$ cat src/rtl/uer_pkg.sv
package uer_pkg;

  // header store geometry
  localparam int HDR_BYTES = 42;
  localparam int HDR_AW    = $clog2(HDR_BYTES);

  // frame length thresholds for the ordered checks
  localparam int ETH_MIN_BYTES = 14;
  localparam int IP_MIN_BYTES  = 34;

  // byte offsets within the frame
  localparam int OFS_ETYPE_HI = 12;
  localparam int OFS_ETYPE_LO = 13;
  localparam int OFS_VER_IHL  = 14;
  localparam int OFS_PROTO    = 23;
  localparam int OFS_CSUM_HI  = 24;
  localparam int OFS_CSUM_LO  = 25;
  localparam int OFS_IP_END   = 33;
  localparam int OFS_DPORT_HI = 36;
  localparam int OFS_DPORT_LO = 37;
  localparam int OFS_UCSUM_HI = 40;
  localparam int OFS_UCSUM_LO = 41;

  // protocol constants
  localparam logic [15:0] ETHERTYPE_IPV4  = 16'h0800;
  localparam logic [3:0]  IPV4_VERSION    = 4'd4;
  localparam logic [3:0]  IPV4_IHL        = 4'd5;
  localparam logic [7:0]  IP_PROTO_UDP    = 8'd17;
  localparam logic [15:0] ECHO_PORT_RESET = 16'd45954;

  // verdict codes
  typedef logic [1:0] verdict_t;
  localparam verdict_t VERDICT_PASS  = 2'd0;
  localparam verdict_t VERDICT_ECHO  = 2'd1;
  localparam verdict_t VERDICT_ABORT = 2'd2;

  // parser result handed to the control
  typedef struct packed {
    verdict_t    verdict;
    logic [15:0] csum;
  } uer_status_t;

endpackage

$ cat src/rtl/uer_rx_if.sv
interface uer_rx_if;
  logic       valid;
  logic       ready;
  logic [7:0] data_byte;
  logic       frame_end;

  modport source (output valid, output data_byte, output frame_end, input ready);
  modport sink   (input valid, input data_byte, input frame_end, output ready);
endinterface

$ cat src/rtl/uer_tx_if.sv
interface uer_tx_if;
  logic       valid;
  logic       ready;
  logic [7:0] out_byte;
  logic       out_end;
  logic [1:0] verdict;

  modport source (output valid, output out_byte, output out_end, output verdict,
                  input ready);
  modport sink   (input valid, input out_byte, input out_end, input verdict,
                  output ready);
endinterface

$ cat src/rtl/uer_hdr_mem.sv
module uer_hdr_mem (
  input  logic                      clk,
  input  logic                      wr_en,
  input  logic [uer_pkg::HDR_AW-1:0] wr_addr,
  input  logic [7:0]                wr_data,
  input  logic                      rd_en,
  input  logic [uer_pkg::HDR_AW-1:0] rd_addr,
  output logic [7:0]                rd_data
);
  import uer_pkg::*;

  logic [7:0] mem [HDR_BYTES];

  always_ff @(posedge clk) begin
    if (wr_en) begin
      mem[wr_addr] <= wr_data;
    end
  end

  always_ff @(posedge clk) begin
    if (rd_en) begin
      rd_data <= mem[rd_addr];
    end
  end

endmodule

$ cat src/rtl/uer_parse.sv
module uer_parse (
  input  logic                       clk,
  input  logic                       cap_en,
  input  logic [uer_pkg::HDR_AW-1:0]  cap_idx,
  input  logic [7:0]                 cap_byte,
  input  logic [uer_pkg::HDR_AW-1:0]  held_n,
  input  logic [15:0]                echo_port,
  output uer_pkg::uer_status_t       status
);
  import uer_pkg::*;

  logic [7:0]  etype_hi, etype_lo, ver_ihl, proto, dport_hi, dport_lo;
  logic [19:0] sum, sum_next;
  logic [15:0] add_word;
  logic [16:0] fold1;
  logic [15:0] fold2;

  // running ip header sum, checksum field left out
  always_comb begin
    add_word = 16'd0;
    if (cap_idx inside {[OFS_VER_IHL:OFS_CSUM_HI-1], [OFS_CSUM_LO+1:OFS_IP_END]}) begin
      add_word = cap_idx[0] ? {8'd0, cap_byte} : {cap_byte, 8'd0};
    end
    sum_next = (cap_idx == '0) ? 20'd0 : sum + {4'd0, add_word};
  end

  always_ff @(posedge clk) begin
    if (cap_en) begin
      sum <= sum_next;
      if (cap_idx == HDR_AW'(OFS_ETYPE_HI)) etype_hi <= cap_byte;
      if (cap_idx == HDR_AW'(OFS_ETYPE_LO)) etype_lo <= cap_byte;
      if (cap_idx == HDR_AW'(OFS_VER_IHL))  ver_ihl  <= cap_byte;
      if (cap_idx == HDR_AW'(OFS_PROTO))    proto    <= cap_byte;
      if (cap_idx == HDR_AW'(OFS_DPORT_HI)) dport_hi <= cap_byte;
      if (cap_idx == HDR_AW'(OFS_DPORT_LO)) dport_lo <= cap_byte;
    end
  end

  always_comb begin
    // two end-around folds cover a 20 bit sum
    fold1 = {1'b0, sum[15:0]} + {13'd0, sum[19:16]};
    fold2 = fold1[15:0] + {15'd0, fold1[16]};
    status.csum = ~fold2;

    if (held_n < HDR_AW'(ETH_MIN_BYTES)) begin
      status.verdict = VERDICT_ABORT;
    end else if ({etype_hi, etype_lo} != ETHERTYPE_IPV4) begin
      status.verdict = VERDICT_PASS;
    end else if (held_n < HDR_AW'(IP_MIN_BYTES)) begin
      status.verdict = VERDICT_ABORT;
    end else if (ver_ihl[7:4] != IPV4_VERSION || ver_ihl[3:0] != IPV4_IHL ||
                 proto != IP_PROTO_UDP) begin
      status.verdict = VERDICT_PASS;
    end else if (held_n < HDR_AW'(HDR_BYTES)) begin
      status.verdict = VERDICT_ABORT;
    end else if ({dport_hi, dport_lo} != echo_port) begin
      status.verdict = VERDICT_PASS;
    end else begin
      status.verdict = VERDICT_ECHO;
    end
  end

endmodule

$ cat src/rtl/udp_echo_packet_reflector_unit.sv
// UDP echo reflector. Frames arrive one byte per word on rx and leave on tx
// in the same order. The first 42 bytes of a frame (fewer if the frame ends
// earlier) are written one per cycle into a 42-byte header memory while a
// parser picks up the ethertype, IPv4 version/IHL, protocol and UDP
// destination port and keeps a running IPv4 header sum. In the DECIDE state
// after the last header byte the verdict (pass, echo, abort on short frame)
// is fixed; then the held bytes are released one by one, each through the
// memory's registered read (READ) followed by the output register load
// (LOAD, which waits until tx can take a word), during which rx is held off.
// After the header, the rest of the frame passes at one byte per cycle when
// tx takes every word at once. On echo the MAC, IP and UDP port fields are
// read from swapped addresses, the IPv4 checksum is replaced and the UDP
// checksum is zeroed; every word carries the frame's verdict. echo_port is
// written through cfg_we/cfg_wdata and resets to 45954.
module udp_echo_packet_reflector_unit (
  input  logic        clk,
  input  logic        rst,
  input  logic        cfg_we,
  input  logic [15:0] cfg_wdata,
  uer_rx_if.sink      rx,
  uer_tx_if.source    tx
);
  import uer_pkg::*;

  // control states
  localparam logic [2:0] S_COLLECT = 3'd0;
  localparam logic [2:0] S_DECIDE  = 3'd1;
  localparam logic [2:0] S_READ    = 3'd2;
  localparam logic [2:0] S_LOAD    = 3'd3;
  localparam logic [2:0] S_PASS    = 3'd4;

  localparam logic [HDR_AW-1:0] LAST_IDX = HDR_AW'(HDR_BYTES - 1);

  logic [2:0]        state;
  logic [HDR_AW-1:0] count;       // write address while collecting
  logic [HDR_AW-1:0] held_n;      // bytes held for this frame
  logic [HDR_AW-1:0] emit_idx;    // header byte being released
  logic              last_flag;   // frame ended inside the header
  logic [15:0]       echo_port;
  verdict_t          frame_verdict;
  logic [15:0]       csum;

  // output register
  logic              ob_valid;
  logic [7:0]        ob_byte;
  logic              ob_end;
  verdict_t          ob_verdict;

  logic              out_free;
  logic              rx_acc;
  logic              col_acc;
  logic              pass_acc;
  logic              load_hdr;
  logic              hdr_done;
  logic [HDR_AW-1:0] rd_addr;
  logic [7:0]        rd_data;
  logic [7:0]        hdr_byte;
  uer_status_t       status;

  // echo reply reads the partner field of each swapped pair
  function automatic logic [HDR_AW-1:0] echo_addr(input logic [HDR_AW-1:0] idx);
    logic [HDR_AW-1:0] a;
    a = idx;
    if (idx inside {[0:5]})        a = idx + HDR_AW'(6);
    else if (idx inside {[6:11]})  a = idx - HDR_AW'(6);
    else if (idx inside {[26:29]}) a = idx + HDR_AW'(4);
    else if (idx inside {[30:33]}) a = idx - HDR_AW'(4);
    else if (idx inside {[34:35]}) a = idx + HDR_AW'(2);
    else if (idx inside {[36:37]}) a = idx - HDR_AW'(2);
    return a;
  endfunction

  assign out_free = !ob_valid || tx.ready;
  assign rx.ready = (state == S_COLLECT) || ((state == S_PASS) && out_free);
  assign rx_acc   = rx.valid && rx.ready;
  assign col_acc  = rx_acc && (state == S_COLLECT);
  assign pass_acc = rx_acc && (state == S_PASS);
  assign load_hdr = (state == S_LOAD) && out_free;
  assign hdr_done = (emit_idx == held_n - HDR_AW'(1));

  assign rd_addr = (frame_verdict == VERDICT_ECHO) ? echo_addr(emit_idx) : emit_idx;

  uer_hdr_mem u_mem (
    .clk     (clk),
    .wr_en   (col_acc),
    .wr_addr (count),
    .wr_data (rx.data_byte),
    .rd_en   (state == S_READ),
    .rd_addr (rd_addr),
    .rd_data (rd_data)
  );

  uer_parse u_parse (
    .clk       (clk),
    .cap_en    (col_acc),
    .cap_idx   (count),
    .cap_byte  (rx.data_byte),
    .held_n    (held_n),
    .echo_port (echo_port),
    .status    (status)
  );

  // checksum substitution on the way out
  always_comb begin
    hdr_byte = rd_data;
    if (frame_verdict == VERDICT_ECHO) begin
      if (emit_idx == HDR_AW'(OFS_CSUM_HI))       hdr_byte = csum[15:8];
      else if (emit_idx == HDR_AW'(OFS_CSUM_LO))  hdr_byte = csum[7:0];
      else if (emit_idx == HDR_AW'(OFS_UCSUM_HI)) hdr_byte = 8'd0;
      else if (emit_idx == HDR_AW'(OFS_UCSUM_LO)) hdr_byte = 8'd0;
    end
  end

  // config register
  always_ff @(posedge clk) begin
    if (rst) begin
      echo_port <= ECHO_PORT_RESET;
    end else if (cfg_we) begin
      echo_port <= cfg_wdata;
    end
  end

  // sequencer
  always_ff @(posedge clk) begin
    if (rst) begin
      state         <= S_COLLECT;
      count         <= '0;
      frame_verdict <= VERDICT_PASS;
    end else begin
      case (state)
        S_COLLECT: begin
          if (col_acc) begin
            if (rx.frame_end || count == LAST_IDX) begin
              state <= S_DECIDE;
              count <= '0;
            end else begin
              count <= count + HDR_AW'(1);
            end
          end
        end
        S_DECIDE: begin
          frame_verdict <= status.verdict;
          state         <= S_READ;
        end
        S_READ: begin
          state <= S_LOAD;
        end
        S_LOAD: begin
          if (load_hdr) begin
            if (!hdr_done)      state <= S_READ;
            else if (last_flag) state <= S_COLLECT;
            else                state <= S_PASS;
          end
        end
        S_PASS: begin
          if (pass_acc && rx.frame_end) state <= S_COLLECT;
        end
        default: begin
          state <= S_COLLECT;
          count <= '0;
        end
      endcase
    end
  end

  // frame bookkeeping, no reset needed
  always_ff @(posedge clk) begin
    if (col_acc) begin
      held_n    <= count + HDR_AW'(1);
      last_flag <= rx.frame_end;
    end
    if (state == S_DECIDE) begin
      csum     <= status.csum;
      emit_idx <= '0;
    end else if (load_hdr) begin
      emit_idx <= emit_idx + HDR_AW'(1);
    end
  end

  // output register
  always_ff @(posedge clk) begin
    if (rst) begin
      ob_valid <= 1'b0;
    end else if (load_hdr || pass_acc) begin
      ob_valid <= 1'b1;
    end else if (tx.ready) begin
      ob_valid <= 1'b0;
    end
  end

  always_ff @(posedge clk) begin
    if (load_hdr) begin
      ob_byte    <= hdr_byte;
      ob_end     <= last_flag && hdr_done;
      ob_verdict <= frame_verdict;
    end else if (pass_acc) begin
      ob_byte    <= rx.data_byte;
      ob_end     <= rx.frame_end;
      ob_verdict <= frame_verdict;
    end
  end

  assign tx.valid    = ob_valid;
  assign tx.out_byte = ob_byte;
  assign tx.out_end  = ob_end;
  assign tx.verdict  = ob_verdict;

  // write pointer never runs past the header memory
  a_count_range: assert property (@(posedge clk) disable iff (rst)
    state == S_COLLECT |-> count <= LAST_IDX)
    else $error("header write pointer out of range");

  // release never reads past the bytes held
  a_emit_range: assert property (@(posedge clk) disable iff (rst)
    (state == S_READ || state == S_LOAD) |-> emit_idx < held_n)
    else $error("header release index past held bytes");

  // echo only on a full header
  a_echo_full: assert property (@(posedge clk) disable iff (rst)
    (state == S_LOAD && frame_verdict == VERDICT_ECHO) |-> held_n == HDR_AW'(HDR_BYTES))
    else $error("echo verdict on short header");

  // a frame that ended in the header returns to collecting
  a_short_done: assert property (@(posedge clk) disable iff (rst)
    (load_hdr && hdr_done && last_flag) |=> (state == S_COLLECT && count == '0))
    else $error("no return to collect after short frame");

  // no input taken while the header is released
  a_hold_rx: assert property (@(posedge clk) disable iff (rst)
    (state == S_DECIDE || state == S_READ || state == S_LOAD) |-> !rx_acc)
    else $error("input taken during header release");

endmodule
$ cat src/flat_wrapper.sv
// flat-port wrapper written by rule: the top's interface ports become plain ports
module udp_echo_packet_reflector_unit_flat import uer_pkg::*;
  (clk, rst, cfg_we, cfg_wdata, rx_valid, rx_data_byte, rx_frame_end, rx_ready, tx_valid, tx_out_byte, tx_out_end, tx_verdict, tx_ready);
  uer_rx_if rx_i ();
  uer_tx_if tx_i ();
  input  logic clk;
  input  logic rst;
  input  logic cfg_we;
  input  logic [15:0] cfg_wdata;
  input wire logic [$bits(rx_i.valid)-1:0] rx_valid;
  input wire logic [$bits(rx_i.data_byte)-1:0] rx_data_byte;
  input wire logic [$bits(rx_i.frame_end)-1:0] rx_frame_end;
  output wire logic [$bits(rx_i.ready)-1:0] rx_ready;
  output wire logic [$bits(tx_i.valid)-1:0] tx_valid;
  output wire logic [$bits(tx_i.out_byte)-1:0] tx_out_byte;
  output wire logic [$bits(tx_i.out_end)-1:0] tx_out_end;
  output wire logic [$bits(tx_i.verdict)-1:0] tx_verdict;
  input wire logic [$bits(tx_i.ready)-1:0] tx_ready;
  assign rx_i.valid = rx_valid;
  assign rx_i.data_byte = rx_data_byte;
  assign rx_i.frame_end = rx_frame_end;
  assign rx_ready = rx_i.ready;
  assign tx_valid = tx_i.valid;
  assign tx_out_byte = tx_i.out_byte;
  assign tx_out_end = tx_i.out_end;
  assign tx_verdict = tx_i.verdict;
  assign tx_i.ready = tx_ready;
  udp_echo_packet_reflector_unit u_core (.clk(clk), .rst(rst), .cfg_we(cfg_we), .cfg_wdata(cfg_wdata), .rx(rx_i), .tx(tx_i));
endmodule
$ cat config.mk
export PLATFORM = sky130hd
export DESIGN_NAME = udp_echo_packet_reflector_unit_flat
export DESIGN_NICKNAME = d
export VERILOG_FILES = /design/src/rtl/uer_pkg.sv /design/src/rtl/uer_rx_if.sv /design/src/rtl/uer_tx_if.sv /design/src/rtl/uer_hdr_mem.sv /design/src/rtl/uer_parse.sv /design/src/rtl/udp_echo_packet_reflector_unit.sv /design/src/flat_wrapper.sv
export SDC_FILE = /design/constraint.sdc
export NUM_CORES = 1
export LEC_CHECK = 0
export BUFFER_PORTS_ARGS = -buffer_cell sky130_fd_sc_hd__buf_2
export CORE_UTILIZATION = 59
export DETAILED_ROUTE_END_ITERATION = 10
export PLACE_DENSITY = 0.76
export REMOVE_ABC_BUFFERS = 1
export SYNTH_ARGS = -nofsm -noshare
export SYNTH_HDL_FRONTEND = slang
export SYNTH_SLANG_ARGS = --single-unit
$ cat constraint.sdc
create_clock -name clk -period 10.8 [get_ports clk]
set_input_delay 1.08 -clock clk [delete_from_list [all_inputs] [get_ports clk]]
set_output_delay 1.08 -clock clk [all_outputs]
set_load 0.02 [all_outputs]
# After elaboration in Yosys (flattened, before gate mapping)
# Memories as Yosys holds them, arrays and structs flattened. A register that Yosys moved wholly into a read port is not among the register bits.
# Cells that the tools add are included.
# totals
register_bits	136
mem_bits_rw	336
input_bits	30
output_inout_bits	13
elab_cells	155
n_memories	1
# mem_list
memory	depth	width	read_ports	rd_ports_with_merged_regs	wr	line_no	text
u_core.u_mem.mem	42	8	1	1	1	uer_hdr_mem.sv:12	logic [7:0] mem [HDR_BYTES];
# classes
addsub	12
magnitude_cmp	19
eq_ne	26
muxes	40
bitwise	2
reduce_logical	36
# op_table
operator	n
$mux W8	7
$mux W6	9
$mux W16	2
$eq A6 B6 Y1 const B	5
$le A6 B6 Y1 const B	4
$add A20 B16 Y20	1
$eq A6 B4 Y1 const B	3
$eq A6 B5 Y1 const B	3
$ge A6 B5 Y1 const B	3
$mux W3	6
$add A16 B4 Y17	1
$add A16 B1 Y16	1
$ne A16 B12 Y1 const B	1
$ne A16 B16 Y1	1
$not A16 Y16	1
$logic_and A1 B1 Y1	15
$pmux W3 S5	1
$mux W2	7
$reduce_and A2 Y1	7
$add A6 B1 Y6 const B	2
$add A6 B3 Y6 const B	2
$ge A6 B6 Y1 const B	2
$le A6 B5 Y1 const B	2
$lt A6 B6 Y1 const B	2
other kinds (29)	47

# Longest topological paths before layout
# Gate-level depths: netlist of the first run.
# depth
depth_word	9
depth_mapped	19
depth_no_buf	18

# By module
# Synthesis of the first run repeated with hierarchy kept, for this count alone.
# unflattened
cells_unflattened	1519
area_unflattened_um2	21923.5
# modules_own_cells
mod	instances	cells_each	area_each_um2	seq_area_each_um2
uer_hdr_mem	1	739	13839.5	10329.9
uer_parse	1	405	4355.4	2042.0
udp_echo_packet_reflector_unit	1	375	3728.6	1701.6

# Worst setup path before layout of the first run
# Ideal clock, no wire load.
# synth_timing
path_kind	register -> register
startpoint	register u_core.emit_idx[0]
endpoint	register u_core.u_mem.rd_data[5] (read register of u_core.u_mem.mem), data pin
setup_ns	0.255
arrival_time_ns	4.289
required_time_ns	10.545
slack_ns	6.255
path_stages_with_launch	18
n_path_buf	5
period_less_slack_ns	4.545
cell_sequence	dfxtp_1 buf_1 buf_1 clkbuf_1 buf_1 inv_1 ha_1 nand2b_1 a22oi_1 o211ai_2 o21ai_1 nand2_1 xnor2_4 buf_4 mux4_2 mux2i_1 a22oi_1 a31o_1
# synth_between
elab_chain_len	9
elab_cells_between_ends	31
classes_between	add/sub (6); order compare (12); mux (7); reduce/logical (6)
# synth_rtl
element	line_no	text
from (decl)	udp_echo_packet_reflector_unit.sv:37	logic [HDR_AW-1:0] emit_idx;
from (signal assigned)	udp_echo_packet_reflector_unit.sv:176	emit_idx <= emit_idx + HDR_AW'(1);
$ge A6 B6 Y1 or $le A6 B6 Y1 (tied branches)	udp_echo_packet_reflector_unit.sv:69	else if (idx inside {[36:37]}) a = idx - HDR_AW'(2);
$logic_and A1 B1 Y1	udp_echo_packet_reflector_unit.sv:69	
$mux W6	udp_echo_packet_reflector_unit.sv:69	
$mux W6	udp_echo_packet_reflector_unit.sv:68	else if (idx inside {[34:35]}) a = idx + HDR_AW'(2);
$mux W6	udp_echo_packet_reflector_unit.sv:67	else if (idx inside {[30:33]}) a = idx - HDR_AW'(4);
$mux W6	udp_echo_packet_reflector_unit.sv:66	else if (idx inside {[26:29]}) a = idx + HDR_AW'(4);
$mux W6	udp_echo_packet_reflector_unit.sv:65	else if (idx inside {[6:11]}) a = idx - HDR_AW'(6);
$mux W6	udp_echo_packet_reflector_unit.sv:64	if (idx inside {[0:5]}) a = idx + HDR_AW'(6);
$mux W6 (*)	udp_echo_packet_reflector_unit.sv:81	assign rd_addr = (frame_verdict == VERDICT_ECHO) ? echo_addr(emit_idx) : emit_idx;
to (decl)	uer_hdr_mem.sv:8	output logic [7:0] rd_data
# Mark *: on every way between the ends. The rest lies on a longest branch, timed or not.
# A chain may end at the register's enable or synchronous reset.

# Worst setup path in the final report of the first run
# layout_timing
startpoint	register u_core.emit_idx[1]
endpoint	register u_core.u_mem.rd_data[0] (read register of u_core.u_mem.mem), data pin
# The elaborated chain is that of the path after synthesis.

==> results of run 1 <==
## area by class of cell
| type | instances | share of cell area |
|---|---|---|
| Timing Repair Buffer | 55 | 0.0132 |
| Sequential cell | 480 | 0.604 |
| Clock buffer | 57 | 0.0547 |
| Tap cell | 455 | 0.0244 |
| Multi-Input combinational cell | 791 | 0.285 |
| Clock inverter | 29 | 0.0137 |
| Inverter | 28 | 0.00451 |
| Antenna cell | 4 | 0.000429 |
## worst max-delay path by stage
stage                                         to  slack [ps]  depth (start not counted)
2_1_floorplan  u_core.u_mem.rd_data[0]$_DFFE_PP_        2180                         11
3_3_place_gp   u_core.u_mem.rd_data[0]$_DFFE_PP_        5530                         13
3_5_place_dp   u_core.u_mem.rd_data[7]$_DFFE_PP_        5370                         13
4_1_cts        u_core.u_mem.rd_data[7]$_DFFE_PP_        5360                         13
5_1_grt        u_core.u_mem.rd_data[0]$_DFFE_PP_        4940                         13
6_report       u_core.u_mem.rd_data[0]$_DFFE_PP_        5390                         13
## Yosys cell counts, drive strengths merged (3+ instances only)
library cell  instances
nand3b                6
and2                  7
nor4b                 5
nor2                139
edfxtp              446
mux4                 80
nand4                 6
a211oi               20
o21bai                5
nand2                39
or2                   7
nand3                28
a211o                10
clkbuf               31
xnor2                42
dfxtp                34
xor2                 31
a21o                  9
nor3                 28
nor2b                22
mux2i                52
o21ai                30
a2111oi               3
o211ai                5
a31oi                 7
inv                  27
a31o                 10
nor4                 10
ha                   41
nand2b               10
or3                   8
buf                  26
and3                 16
a21oi                52
nor3b                 3
a22oi                29
a21boi                3
## cells in the final DEF, fill, tap and decap left out, types with 9 or more instances in the layout
| cell | count |
|---|---|
| nor2_1 | 137 |
| xnor2_1 | 40 |
| nor2b_1 | 22 |
| a211oi_1 | 18 |
| a22oi_1 | 29 |
| mux4_2 | 80 |
| mux2i_1 | 52 |
| edfxtp_1 | 446 |
| nand2b_1 | 9 |
| a21oi_1 | 51 |
| buf_2 | 42 |
| nand3_1 | 28 |
| inv_1 | 27 |
| clkinv_2 | 15 |
| a211o_1 | 10 |
| nand2_1 | 39 |
| nor3_1 | 26 |
| xor2_1 | 31 |
| nor4_1 | 10 |
| buf_4 | 13 |
| o21ai_0 | 28 |
| and3_1 | 16 |
| clkbuf_16 | 49 |
| dfxtp_1 | 33 |
| ha_1 | 41 |
| a21o_1 | 9 |
## flip-flops by register name (all words and copies together) (netlist names), 16 cells and up
register and flops:
u_core.u_mem.mem 336, u_core.echo_port 16, u_core.csum 16, u_core.u_parse.sum 20
## worst register-to-register path: cells and delay by family, from the launching register on
kind	cells	cell delay [ps]
buffers and inverters	2	1090
AOI/OAI and AO/OA	5	1050
muxes	2	870
DFF	1	750
xor gates and xnor gates	1	720
and+or+nand+nor	2	350
adders and majority gates	1	340
## cells by family after synthesis
family | count (synthesis)
buffers and inverters | 85
AND/OR/NAND/NOR | 341
AO/OA/AOI/OAI | 202
multiplexers | 132
XOR/XNOR | 73
adder cells (fa/ha/maj) | 43
flip-flops | 480
## per-layer routing
metal  track usage  part of all wire  vias up  wire (um)
met1         0.384              0.41     6103      19000
met4        0.0833             0.026        0       1200
met5             0                 0        -          0
li1              -                 -     5407          -
met2         0.413              0.47      593      22100
met3        0.0532             0.096       92       4480
## where the power goes
part / total [mW] / leakage (nW) / internal (mW) / switching [mW]
Clock: 1.69 / 0.797 / 0.991 / 0.696
Combinational: 0.457 / 2.76 / 0.215 / 0.242
Sequential: 2.13 / 4.32 / 2.07 / 0.0542
==> results.cfg, run 1 <==
[outcome]
outcome = finished clean

[synth]
async_flop_share = 0
synthAdderAreaFrac = 0.0262
synth_top_area_share = 0.635
synthMuxAreaShare = 0.110
yosys_register_bits = 480
seq_area_frac_synth = 0.667
ys_top_cells_by_area = edfxtp_1, mux4_2, dfxtp_1, mux2i_1, nor2_1
yosys.area.top_type = edfxtp_1
synth_xor_area_frac = 0.0312
synth-simple-area-share = 0.0792
yosys_most_used_dff = edfxtp_1
syn_inst = 1356
synth_top_family_by_area = multiplexers
syn_area_sq_um = 21100
avgSynthCellArea_sq_um = 15.6
ys_warn_count = 0
synth-compound-area-share = 0.0668
synth-edff-count = 446
ys_types = 75

[pwr]
finalPower_mw = 4.27
p_per_area_nw_per_um2 = 183
leakagePower_nw = 7.87
ir_drop_uv = 149

[global_route]
grt_remaining_overflow = 0
antenna_found_initial = 2
grt_start_max_net_pins = 63
grt_pass1_vias = 11800
grt_use_total = 0.267
grt_pass1_wl_um = 71700

[worst_hold_path]
min_path_cells = 2
whs_endpoint = u_core.echo_port[2]$_SDFFE_PP0P_
holdCritStartpoint = u_core.echo_port[2]$_SDFFE_PP0P_
min_path_type = reg2reg

[setup_path]
cp-start-kind = flip-flop
r2r_cells = 13
critPathSlowestCell = buf_4
rrSetupSlack_ps = 5390
endpoint_kind = flip-flop
crit_required_ps = 11130
critical_path.cell_chain = inv_1 -> ha_1 -> nor2_1 -> a221o_1 -> o211ai_2 -> o21ai_1 -> nand2_1 -> xnor2_4 -> buf_4 -> mux4_2 -> mux2i_1 -> a22oi_1 -> a31o_1
cp_top_family = buffers and inverters
slowest_delay_ps = 830
crit_fanout = 62
path_buf_inv = 2
worstPathArrival_ps = 5750
r2r_end = u_core.u_mem.rd_data[0]$_DFFE_PP_
worst-setup-path-type = reg2reg
crit_start = u_core.emit_idx[1]$_SDFFE_PP0P_
rr_startpoint = u_core.emit_idx[1]$_SDFFE_PP0P_

[clock_tree]
cts_buffers = 49
path_clk_slew_ps = 60
htree_levels = 2
postCtsResizedCells = 0
cts-root-buf = clkbuf_16
clk_latency_ps = 580
hold_buffers = 0
clockBufferDepth = 3
cts_tree = done
cts_sinks = 480
post-cts-setup-buffers = 0

[final_layout]
post-route-cell-area_sq_um = 23300
final_cells = 1899
syn2layout_area_growth_pct = 10.5
fillers = 2374
drive_above_1_share = 0.165
post-route-util = 0.668
regArea_sq_um = 14100
multi_input_area_sq_um = 6650
nNetsFinal = 1478

[die]
fp.dieW_um = 191
die_area_sq_um = 36500
row_count = 68
start_util = 0.605
die_y_um = 191
core-area_sq_um = 34900
ios = 43

[sta]
setup_tns_ps = 0
relSlewSlack = 0.261
fin_crit_ps = 5410
worst_slew_pin_slew_ps = 1100
rsz0062_at_grt = no
setup_violations = 0
finalWorstSetupSlack_ps = 5390
clock_skew_ps = 31.1
timing.final.crit_share = 0.501
hold_violations = 0
fmax_ghz = 0.185
holdWs_ps = 535
slew_violations = 0

[placed_design]
dp_hpwl_um = 29300
placed_area_sq_um = 21700
post-place-ws_ps = 5370
numPortBuffers = 42
gp_congestion = 0.978
placed_cells = 1809

[route]
drt_wl_total_um = 46800
drt-vias-per-instance = 6.42
vias = 12200
ant_nets = 0
dr.first_iter.drc_count = 1166
remaining_drc_errors = 0
dr.pass1.iters = 5
wire_per_inst_um = 24.7

[job]
maxCapViolations = 0
Note: power is estimated with default switching activity, not from simulation.
==> inputs of run 2 (changes only) <==
==> constraint.sdc (replaced) <==
create_clock -name clk -period 5.27 [get_ports clk]
set_input_delay 0.527 -clock clk [delete_from_list [all_inputs] [get_ports clk]]
set_output_delay 0.527 -clock clk [all_outputs]
set_load 0.02 [all_outputs]
==> results.cfg, run 2 (synthesis results as in run 1) <==
[outcome]
outcome = finished clean

[global_route]
grt_use_total = 0.259
grt_pass1_wl_um = 69500
antenna_found_initial = 0
grt_remaining_overflow = 0
grt_pass1_vias = 11600
grt_start_max_net_pins = 81

[setup_path]
crit_required_ps = 5540
rrSetupSlack_ps = 760
crit_fanout = 19
rr_startpoint = u_core.count[0]$_SDFFE_PP0P_
cp-start-kind = flip-flop
endpoint_kind = flip-flop
worst-setup-path-type = reg2reg
r2r_end = u_core.u_parse.sum[18]$_SDFFCE_PN0P_
worstPathArrival_ps = 4770
r2r_cells = 18

[clock_tree]
postCtsResizedCells = 0
post-cts-setup-buffers = 0
cts_tree = done
path_clk_slew_ps = 60
clk_latency_ps = 550
cts_buffers = 46
hold_buffers = 0
cts_sinks = 480
cts-root-buf = clkbuf_16
clockBufferDepth = 3
htree_levels = 2

[sta]
clock_skew_ps = 14.4
holdWs_ps = 175
setup_tns_ps = 0
worst_slew_pin_slew_ps = 1040
hold_violations = 0
timing.final.crit_share = 0.855
relSlewSlack = 0.304
rsz0062_at_grt = no
setup_violations = 0
slew_violations = 0
fin_crit_ps = 4510
fmax_ghz = 0.222

[die]
die_y_um = 191
row_count = 68
core-area_sq_um = 34900
ios = 43
fp.dieW_um = 191
start_util = 0.605
die_area_sq_um = 36500

[route]
ant_nets = 0
drt_wl_total_um = 46100
dr.first_iter.drc_count = 1348
drt-vias-per-instance = 6.37
dr.pass1.iters = 6
vias = 12100
wire_per_inst_um = 24.3
remaining_drc_errors = 0

[final_layout]
reg_top3 = u_core.u_mem.mem x336, u_core.u_parse.sum x20
layout_common_cells = edfxtp_1, nor2_1, mux4_2
largest_reg_flops = 336
final_common_cell = edfxtp_1
diodes = 0
top_register = u_core.u_mem.mem
syn2layout_area_growth_pct = 9.86
drive_above_1_share = 0.157
nNetsFinal = 1480
final_cells = 1898

[job]
maxCapViolations = 0

[worst_hold_path]
holdCritStartpoint = cfg_wdata[7]
min_path_cells = 2
whs_endpoint = u_core.echo_port[7]$_SDFFE_PP1P_
min_path_type = in2reg

[placed_design]
placed_cells = 1814
dp_hpwl_um = 29600
numPortBuffers = 42
gp_congestion = 0.871

[pwr]
finalPower_mw = 8.46
ir_drop_uv = 292
leakagePower_nw = 7.80
p_per_area_nw_per_um2 = 365
[run 2: worst max path at each step]
stage	startpoint	endpoint	slack (ps)	depth (start not counted)
after floorplan	u_core.emit_idx[0]$_SDFFE_PP0P_	u_core.u_mem.rd_data[0]$_DFFE_PP_	-3350	11
after global placement	u_core.emit_idx[3]$_SDFFE_PP0P_	u_core.u_mem.rd_data[3]$_DFFE_PP_	970	12
after detailed placement	u_core.count[0]$_SDFFE_PP0P_	u_core.u_parse.sum[18]$_SDFFCE_PN0P_	840	18
after CTS	u_core.count[0]$_SDFFE_PP0P_	u_core.u_parse.sum[16]$_SDFFCE_PN0P_	820	18
after global routing	u_core.count[0]$_SDFFE_PP0P_	u_core.u_parse.sum[19]$_SDFFCE_PN0P_	340	17
final	u_core.count[0]$_SDFFE_PP0P_	u_core.u_parse.sum[18]$_SDFFCE_PN0P_	760	18
[run 2: layer usage]
layer	part of all wire	global-route usage	vias to the layer above
met5	0	0	-
met4	0.031	0.0873	0
met3	0.082	0.0404	89
met2	0.46	0.402	582
met1	0.42	0.377	6026
li1	-	-	5391
[run 2: cell type report]
type	count	area [sq um]
Timing Repair Buffer	60	370
Clock inverter	28	218
Inverter	28	105
Fill cell	2382	11700
Tap cell	455	569
Clock buffer	56	1210
Sequential cell	480	14100
Multi-Input combinational cell	791	6630
[run 2: worst max-delay path, cell delays in order (launching register included)]
cell and delay (ps):
dfxtp_1 690, inv_1 290, ha_1 260, o21ai_0 150, o21ai_0 110, nand3_1 270, nor2_1 80, ha_1 220
fa_1 420, a21o_1 170, a21oi_1 220, o21bai_1 120, a211o_1 320, nand3_1 90, a31o_2 190, o2111ai_1 140
a21oi_1 280, or3_1 150, a21oi_1 60
[run 2: through the flow]
| step | instance area (sq um) | utilization | setup slack (ps) |
|---|---|---|---|
| final | 23200 | 0.665 | 763 |
| after global routing | 23200 | 0.665 | 342 |
| after detailed placement | 21800 | 0.624 | 838 |
| after floorplan | 20800 | - | -3350 |
| after global placement | 21800 | 0.624 | 968 |
| after CTS | 23200 | 0.665 | 824 |
[run 2: power by group]
part           internal (mW)  total [mW]  switching (mW)
logic                  0.445        1.00           0.556
clock network           1.78        3.14            1.36
registers               4.24        4.31          0.0681
